--- src/rtl/cde_pkg.sv ---
// Shared types and constants for the civil date to epoch seconds converter.
package cde_pkg;

	localparam int unsigned YearMin = 1970;
	localparam int unsigned YearMax = 2999;
	localparam int unsigned YearBase = 1900;

	// Reciprocal for division by 100 on values below 2^15: (x * 5243) >> 19.
	localparam int unsigned Recip100 = 5243;
	localparam int unsigned Recip100Shift = 19;
	// Reciprocal for division by 7 on values below 2^19: (x * 4793491) >> 25.
	localparam int unsigned Recip7 = 4793491;
	localparam int unsigned Recip7Shift = 25;

	// Cumulative days before each month of a common year.
	localparam logic [8:0] MonthStart [12] = '{
		9'd0, 9'd31, 9'd59, 9'd90, 9'd120, 9'd151,
		9'd181, 9'd212, 9'd243, 9'd273, 9'd304, 9'd334
	};

	// Clamped and partly reduced request after the first stage.
	typedef struct packed {
		logic [11:0] year;
		logic [10:0] ty;
		logic [10:0] leap_ref;
		logic        late_month;
		logic [8:0]  yday_base;
		logic [4:0]  hour;
		logic [5:0]  minute;
		logic [5:0]  second;
	} cde_prep_t;

	// Day count and day of year after the day stages.
	typedef struct packed {
		logic [18:0] days;
		logic [8:0]  yday;
		logic [4:0]  hour;
		logic [5:0]  minute;
		logic [5:0]  second;
	} cde_day_t;

endpackage

--- src/rtl/cde_prep.sv ---
// First stage: clamp the fields, look up the month offset, form the leap reference year.
module cde_prep (
	input  logic              clk,
	input  logic              arst_n,
	input  logic              en,
	input  logic              in_valid,
	input  logic [11:0]       year,
	input  logic [3:0]        month,
	input  logic [4:0]        day,
	input  logic [4:0]        hour,
	input  logic [5:0]        minute,
	input  logic [5:0]        second,
	output logic              out_valid,
	output cde_pkg::cde_prep_t out_data
);

	logic [11:0] year_c;
	logic [3:0]  month_c;
	logic [4:0]  day_c;
	logic [3:0]  mi;
	logic [10:0] ty;
	cde_pkg::cde_prep_t prep;
	logic        v_s1;
	cde_pkg::cde_prep_t data_s1;

	always_comb begin
		if (year < 12'(cde_pkg::YearMin)) begin
			year_c = 12'(cde_pkg::YearMin);
		end else if (year > 12'(cde_pkg::YearMax)) begin
			year_c = 12'(cde_pkg::YearMax);
		end else begin
			year_c = year;
		end
		if (month == 4'd0) begin
			month_c = 4'd1;
		end else if (month > 4'd12) begin
			month_c = 4'd12;
		end else begin
			month_c = month;
		end
		day_c = (day == 5'd0) ? 5'd1 : day;
		mi = month_c - 4'd1;
		ty = 11'(year_c - 12'(cde_pkg::YearBase));

		prep.year       = year_c;
		prep.ty         = ty;
		prep.late_month = (mi > 4'd1);
		prep.leap_ref   = prep.late_month ? ty + 11'd1 : ty;
		prep.yday_base  = cde_pkg::MonthStart[mi] + 9'(day_c) - 9'd1;
		prep.hour       = (hour > 5'd23) ? 5'd23 : hour;
		prep.minute     = (minute > 6'd59) ? 6'd59 : minute;
		prep.second     = (second > 6'd59) ? 6'd59 : second;
	end

	always_ff @(posedge clk or negedge arst_n) begin
		if (!arst_n) begin
			v_s1 <= 1'b0;
		end else if (en) begin
			v_s1 <= in_valid;
		end
	end

	always_ff @(posedge clk) begin
		if (en) begin
			data_s1 <= prep;
		end
	end

	assign out_valid = v_s1;
	assign out_data  = data_s1;

endmodule

--- src/rtl/cde_days.sv ---
// Second and third stages: leap-day counts and the day count since 1970-01-01.
module cde_days (
	input  logic               clk,
	input  logic               arst_n,
	input  logic               en,
	input  logic               in_valid,
	input  cde_pkg::cde_prep_t in_data,
	output logic               out_valid,
	output cde_pkg::cde_day_t  out_data
);

	// Stage 2: constant multiplies for year length and the divisions.
	logic        v_s2;
	logic [18:0] y365_s2;
	logic [8:0]  q4_s2;
	logic [22:0] p100_s2;
	logic [22:0] p400_s2;
	logic [23:0] py_s2;
	logic [11:0] year_s2;
	logic        late_s2;
	logic [8:0]  ybase_s2;
	logic [4:0]  hour_s2;
	logic [5:0]  minute_s2;
	logic [5:0]  second_s2;

	// Stage 3 combinational terms.
	logic [3:0]  q100;
	logic [1:0]  q400;
	logic [4:0]  qy;
	logic [11:0] yrem_w;
	logic [6:0]  yrem;
	logic        leap;
	logic [19:0] days_w;
	cde_pkg::cde_day_t nxt;

	logic        v_s3;
	cde_pkg::cde_day_t data_s3;

	always_ff @(posedge clk or negedge arst_n) begin
		if (!arst_n) begin
			v_s2 <= 1'b0;
			v_s3 <= 1'b0;
		end else if (en) begin
			v_s2 <= in_valid;
			v_s3 <= v_s2;
		end
	end

	always_ff @(posedge clk) begin
		if (en) begin
			y365_s2   <= 19'(19'(in_data.ty - 11'd70) * 19'd365);
			q4_s2     <= 9'((in_data.leap_ref - 11'd69) >> 2);
			p100_s2   <= 23'(in_data.leap_ref - 11'd1) * 23'(cde_pkg::Recip100);
			p400_s2   <= 23'(in_data.leap_ref + 11'd299) * 23'(cde_pkg::Recip100);
			py_s2     <= 24'(in_data.year) * 24'(cde_pkg::Recip100);
			year_s2   <= in_data.year;
			late_s2   <= in_data.late_month;
			ybase_s2  <= in_data.yday_base;
			hour_s2   <= in_data.hour;
			minute_s2 <= in_data.minute;
			second_s2 <= in_data.second;
		end
	end

	always_comb begin
		q100   = p100_s2[22:19];
		// Divide by 400 as the divide-by-100 reciprocal with two more bits of shift.
		q400   = p400_s2[22:21];
		qy     = py_s2[23:19];
		yrem_w = year_s2 - 12'(12'(qy) * 12'd100);
		yrem   = yrem_w[6:0];
		// Divisible by 400 when the century remainder is zero and the century count is a multiple of 4.
		leap   = ((year_s2[1:0] == 2'd0) && (yrem != 7'd0)) ||
		         ((yrem == 7'd0) && (qy[1:0] == 2'd0));
		days_w = 20'(y365_s2) + 20'(ybase_s2) + 20'(q4_s2) - 20'(q100) + 20'(q400);

		nxt.days   = days_w[18:0];
		nxt.yday   = ybase_s2 + 9'(leap & late_s2);
		nxt.hour   = hour_s2;
		nxt.minute = minute_s2;
		nxt.second = second_s2;
	end

	always_ff @(posedge clk) begin
		if (en) begin
			data_s3 <= nxt;
		end
	end

	assign out_valid = v_s3;
	assign out_data  = data_s3;

endmodule

--- src/rtl/cde_scale.sv ---
// Stages four to six: scale days to seconds and reduce the day count modulo 7.
module cde_scale (
	input  logic              clk,
	input  logic              arst_n,
	input  logic              en,
	input  logic              in_valid,
	input  cde_pkg::cde_day_t in_data,
	output logic              out_valid,
	output logic [34:0]       epoch_seconds,
	output logic [8:0]        day_of_year,
	output logic [2:0]        weekday
);

	logic        v_s4;
	logic [23:0] hours_s4;
	logic [18:0] wx_s4;
	logic [41:0] wp_s4;
	logic [8:0]  yday_s4;
	logic [5:0]  minute_s4;
	logic [5:0]  second_s4;

	logic        v_s5;
	logic [29:0] mins_s5;
	logic [2:0]  wday_s5;
	logic [8:0]  yday_s5;
	logic [5:0]  second_s5;

	logic        v_s6;
	logic [34:0] secs_s6;
	logic [2:0]  wday_s6;
	logic [8:0]  yday_s6;

	logic [16:0] q7;
	logic [19:0] wrem;

	always_ff @(posedge clk or negedge arst_n) begin
		if (!arst_n) begin
			v_s4 <= 1'b0;
			v_s5 <= 1'b0;
			v_s6 <= 1'b0;
		end else if (en) begin
			v_s4 <= in_valid;
			v_s5 <= v_s4;
			v_s6 <= v_s5;
		end
	end

	always_comb begin
		q7   = wp_s4[41:25];
		wrem = 20'(wx_s4) - 20'(20'(q7) * 20'd7);
	end

	always_ff @(posedge clk) begin
		if (en) begin
			// 1970-01-01 was a Thursday.
			hours_s4  <= 24'(in_data.hour) + 24'(in_data.days) * 24'd24;
			wx_s4     <= in_data.days + 19'd4;
			wp_s4     <= 42'(in_data.days + 19'd4) * 42'(cde_pkg::Recip7);
			yday_s4   <= in_data.yday;
			minute_s4 <= in_data.minute;
			second_s4 <= in_data.second;

			mins_s5   <= 30'(minute_s4) + 30'(hours_s4) * 30'd60;
			wday_s5   <= wrem[2:0];
			yday_s5   <= yday_s4;
			second_s5 <= second_s4;

			secs_s6   <= 35'(second_s5) + 35'(mins_s5) * 35'd60;
			wday_s6   <= wday_s5;
			yday_s6   <= yday_s5;
		end
	end

	assign out_valid     = v_s6;
	assign epoch_seconds = secs_s6;
	assign day_of_year   = yday_s6;
	assign weekday       = wday_s6;

endmodule

--- src/rtl/civil_date_to_epoch_seconds_top.sv ---
// Top level of the Gregorian date and time to Unix epoch seconds converter.
// Converts one UTC date and time request per cycle into epoch seconds, the zero-based day of the
// year and the weekday (0 is Sunday). The six-stage pipeline takes a new request every cycle
// while it is not stalled; out-of-range fields are clamped to their limits and a day past
// the month end runs on into the next month. When the result register is full and not taken, the
// whole pipeline holds, so s_tready drops only while m_tvalid is high and m_tready is low.
module civil_date_to_epoch_seconds_top (
	input  logic        clk,
	input  logic        arst_n,
	input  logic        s_tvalid,
	output logic        s_tready,
	input  logic [39:0] s_tdata,  // year[11:0], month[15:12], day[20:16], hour[25:21],
	                              // minute[31:26], second[37:32], zero[39:38]
	output logic        m_tvalid,
	input  logic        m_tready,
	output logic [47:0] m_tdata   // epoch_seconds[34:0], day_of_year[43:35], weekday[46:44],
	                              // zero[47]
);

	logic               en;
	logic               prep_valid;
	cde_pkg::cde_prep_t prep_data;
	logic               day_valid;
	cde_pkg::cde_day_t  day_data;
	logic [34:0]        epoch_seconds;
	logic [8:0]         day_of_year;
	logic [2:0]         weekday;

	// Advance the pipeline unless a finished result is stuck at the output.
	assign en       = !m_tvalid || m_tready;
	assign s_tready = en;

	cde_prep u_prep (
		.clk       (clk),
		.arst_n    (arst_n),
		.en        (en),
		.in_valid  (s_tvalid),
		.year      (s_tdata[11:0]),
		.month     (s_tdata[15:12]),
		.day       (s_tdata[20:16]),
		.hour      (s_tdata[25:21]),
		.minute    (s_tdata[31:26]),
		.second    (s_tdata[37:32]),
		.out_valid (prep_valid),
		.out_data  (prep_data)
	);

	cde_days u_days (
		.clk       (clk),
		.arst_n    (arst_n),
		.en        (en),
		.in_valid  (prep_valid),
		.in_data   (prep_data),
		.out_valid (day_valid),
		.out_data  (day_data)
	);

	cde_scale u_scale (
		.clk           (clk),
		.arst_n        (arst_n),
		.en            (en),
		.in_valid      (day_valid),
		.in_data       (day_data),
		.out_valid     (m_tvalid),
		.epoch_seconds (epoch_seconds),
		.day_of_year   (day_of_year),
		.weekday       (weekday)
	);

	assign m_tdata = {1'b0, weekday, day_of_year, epoch_seconds};

	a_weekday_range: assert property (@(posedge clk) disable iff (!arst_n)
		m_tvalid |-> (m_tdata[46:44] != 3'd7))
		else $error("weekday out of range");

	a_yday_range: assert property (@(posedge clk) disable iff (!arst_n)
		m_tvalid |-> (m_tdata[43:35] <= 9'd365))
		else $error("day of year out of range");

	a_epoch_range: assert property (@(posedge clk) disable iff (!arst_n)
		m_tvalid |-> (m_tdata[34:0] <= 35'd32503679999))
		else $error("epoch seconds beyond year 2999");

	a_stall_holds_stage: assert property (@(posedge clk) disable iff (!arst_n)
		!en |=> $stable(day_valid) && $stable(prep_valid))
		else $error("pipeline moved during a stall");

endmodule
--- config.mk ---
export PLATFORM = sky130hd
export DESIGN_NAME = civil_date_to_epoch_seconds_top
export DESIGN_NICKNAME = d
export VERILOG_FILES = /design/src/rtl/cde_pkg.sv /design/src/rtl/cde_prep.sv /design/src/rtl/cde_days.sv /design/src/rtl/cde_scale.sv /design/src/rtl/civil_date_to_epoch_seconds_top.sv
export SDC_FILE = /design/constraint.sdc
export NUM_CORES = 2
export LEC_CHECK = 0
export BUFFER_PORTS_ARGS = -buffer_cell sky130_fd_sc_hd__buf_2
export CAP_MARGIN = 10
export CORE_UTILIZATION = 65
export DETAILED_ROUTE_END_ITERATION = 10
export PLACE_DENSITY = 0.8
export SYNTH_ARGS = -nofsm -noshare
export SYNTH_HDL_FRONTEND = slang
export SYNTH_SLANG_ARGS = --single-unit
export TNS_END_PERCENT = 100
--- constraint.sdc ---
create_clock -name clk -period 20.8 [get_ports clk]
set_input_delay 3.12 -clock clk [delete_from_list [all_inputs] [get_ports clk]]
set_output_delay 3.12 -clock clk [all_outputs]
set_load 0.05 [all_outputs]
==> summary.md <==
| Metric | Value |
|---|---|
| Setup TNS | `0 ps` |
| Placed cells | `4,037` |
| Synth async-reset ratio | `0.0183` |
| Nets | `4,355` |
| Met3 WL | `1690 um` |
| Top Layer Used | `met4` |
| Most common cell in the netlist | `inv_1` |
| DR WL/cell | `approximately 16 um` |
| Final setup vio count | `0` |
| Placement Rows | `85` |
| CP Launch Type | `register` |
| Commonest cells in the netlist | `inv_1, ha_1, fa_1, edfxtp_1, xnor2_1` |
| Synthesized instance count | `3,300` |
| Vias in the first global route | `24,800` |
| Clk_lat worst skew | `560 ps` |
| Share of post-route cells with drive strength above 1 | `0.0649` |
| Initial antenna violation count | `1` |
| Tmin final | `around 8300 ps` |
| Core ar. | `54,100 um2` |
| Final hold vios | `0` |
| DRC Markers | `0` |
| CTS Root Cell | `clkbuf_16` |
| CTS Buf Count | `37` |
| CP max FO | `13` |
| Bufs on Longest Clock Path | `3` |
| Largest cells by area after synthesis | `edfxtp_1, fa_1, ha_1` |
| Fin util | `0.704` |
| Iter 0 DRT Violations | `1,179` |
| Syn avg cell area | `~11 um2` |
| Synth unique cells | `approximately 110` |
| DR vias | `between 20,000 and 25,000` |
| CTS tree | `built` |
| Tot GR Track Use | `0.252` |
| Placer's final routability congestion estimate | `0.889` |
| Largest net degree at the start of global routing | `77` |
| Slowest stage delay, CP | `820 ps` |
| Starting Density | `0.661` |
| H-tree Lvls | `2` |
| CTS-repair resized insts | `0` |
| Fin Clk Skew | `approximately 21 ps` |
| Area grow syn2layout | `6.44%` |
| CTS Sinks | `around 330` |
| Die W | `237 um` |
| Total setup buffers inserted after CTS | `0` |
| Data arrival time of the critical path | `8620 ps` |
| FF+latch count, synth | `328` |
| Global-route wire length before repair | `around 120,000 um` |
| Grt ovf | `0` |
| IO buf count | `90` |
| Drt first pass iters | `5` |
| Critical Setup Path Class | `register to register` |
| Max-cap viol count | `0` |
| Cell Count, Final, Fillers Out | `4,103` |
| Outcome | `finished clean` |
| Yosys warns | `0` |
| Vias per inst | `5.66` |
| Period utilization | `0.400` |
| RSZ-0062 raised after global routing | `false` |
| Predominant post-synthesis flop cell | `edfxtp_1` |
| Post-DP HPWL | `55,800 um` |
| Yosys top cell by area | `edfxtp_1` |
| Seq/Total Area, Yosys | `0.274` |
| Final ANT Viol Nets | `0` |
| DRT Wirelength | `67,500 um` |
| Yosys top cell area share | `0.270` |
| EDFF count, synth | `322` |
| Max Clock Freq | `roughly 120 MHz` |
| Register clock-pin slew on the reported worst setup and hold paths | `60 ps` |
| CP max-delay cell | `edfxtp_1` |
| Rel. slew slack | `0.192` |
| M1 WL | `27,800 um` |
| Worst Path Required | `21,100 ps` |
| Tightest Pin Transition | `1180 ps` |
| CTS Hold Bufs | `0` |
| Slew Viols, Final | `0` |
| Die Footprint | `56,000 um2` |
| Synth Cell Area | `35,800 um2` |
| Met2 routed WL | `36,500 um` |
| Min-delay worst type | `register to register` |
| Top-Level Pins | `94` |
| Critical Path End Type | `register` |
| Die height | `237 um` |
path summary, 6_finish.rpt:
kind | from | endpoint | slack [ps] | cells after the start
worst max-delay path | u_days.out_data[28]$_DFFE_PP_ | u_scale.wp_s4[27]$_DFFE_PP_ | 12480 | 28
worst min-delay path | u_prep.out_data[0]$_SDFFCE_PN1P_ | u_days.second_s2[0]$_DFFE_PP_ | 420 | 0
worst max register to register | u_days.out_data[28]$_DFFE_PP_ | u_scale.wp_s4[27]$_DFFE_PP_ | 12480 | 28
worst min register to register | u_prep.out_data[0]$_SDFFCE_PN1P_ | u_days.second_s2[0]$_DFFE_PP_ | 420 | 0
max in group asynchronous | arst_n | u_days.v_s2$_DFFE_PN0P_ | 18280 | 1
min in group asynchronous | arst_n | u_prep.out_valid$_DFFE_PN0P_ | 2380 | 1
cells by family (layout without fill, tap and decap cells):
family,after synthesis,after routing,share of synthesized area
AOI/OAI and AO/OA,428,428,0.0820
xor gates and xnor gates,278,278,0.0681
adders and majority gates,931,931,0.404
buffers and inverters,713,818,0.0761
DFF,328,328,0.274
muxes,16,16,0.00469
other,1,3,0.000105
and+or+nand+nor,605,605,0.0903
flip-flops by register name, summed over array words and instances (netlist names), 4 cells and up:
register,cells
u_days.year_s2,7
u_prep.out_data,59
u_scale.second_s4,6
u_days.p100_s2,4
u_scale.wp_s4,4
u_days.minute_s2,6
u_days.out_data,45
u_scale.yday_s4,9
u_days.py_s2,5
u_scale.yday_s5,9
u_scale.mins_s5,30
u_scale.second_s5,6
u_days.hour_s2,5
u_days.y365_s2,18
u_days.q4_s2,9
u_days.second_s2,6
u_scale.minute_s4,6
u_days.ybase_s2,9
u_scale.hours_s4,24
u_scale.day_of_year,9
u_scale.epoch_seconds,35
per-stage QoR:
| step | worst slack, ps | hold WS [ps] | instance area (um2) |
|---|---|---|---|
| after floorplan | 5210 | 400 | 35800 |
| after global placement | 12570 | 401 | 36900 |
| after detailed placement | 12450 | 405 | 36900 |
| after CTS | 12410 | 414 | 38100 |
| after global routing | 11990 | 417 | 38100 |
| final | 12480 | 416 | 38100 |
final cells by class:
| cell class | instances | area [um2] |
|---|---|---|
| Inverter | 658 | 2470 |
| Clock buffer | 45 | 977 |
| Antenna cell | 1 | 2.50 |
| Fill cell | 3894 | 16100 |
| Tap cell | 696 | 871 |
| Sequential cell | 328 | 9820 |
| Timing Repair Buffer | 95 | 488 |
| Clock inverter | 20 | 206 |
| Multi-Input combinational cell | 2260 | 23200 |
layer usage:
metal / global-route usage / up-vias
met4: 0.0673 / 0
met5: 0 / -
met1: 0.300 / 11500
met2: 0.483 / 371
li1: - / 11300
met3: 0.0248 / 96
critical path: cells and delay by family, from the launching register on:
kind / cells / cell delay [ps]
buffers and inverters: 4 / 240
DFF: 1 / 820
AOI/OAI and AO/OA: 9 / 1670
and+or+nand+nor: 4 / 850
xor gates and xnor gates: 2 / 400
adders and majority gates: 9 / 4090
layout by cell type (no fill, tap or decap), drive strengths merged, types with 20 or more instances in the layout:
| cell | instances |
|---|---|
| inv | 660 |
| ha | 556 |
| fa | 375 |
| edfxtp | 322 |
| xnor2 | 189 |
| nor2 | 133 |
| nand2 | 128 |
| a21oi | 117 |
| buf | 95 |
| xor2 | 89 |
| o21ai | 72 |
| nand3 | 63 |
| nor3 | 55 |
| a21o | 54 |
| clkbuf | 45 |
| nor2b | 30 |
| nand2b | 26 |
| nand4 | 26 |
| and3 | 23 |
| and2 | 21 |
| or2 | 20 |
| nor4 | 20 |
Power is left out: the tool's default activity adds up to more than one toggle a clock period on the data nets, which glitch-free logic cannot reach.
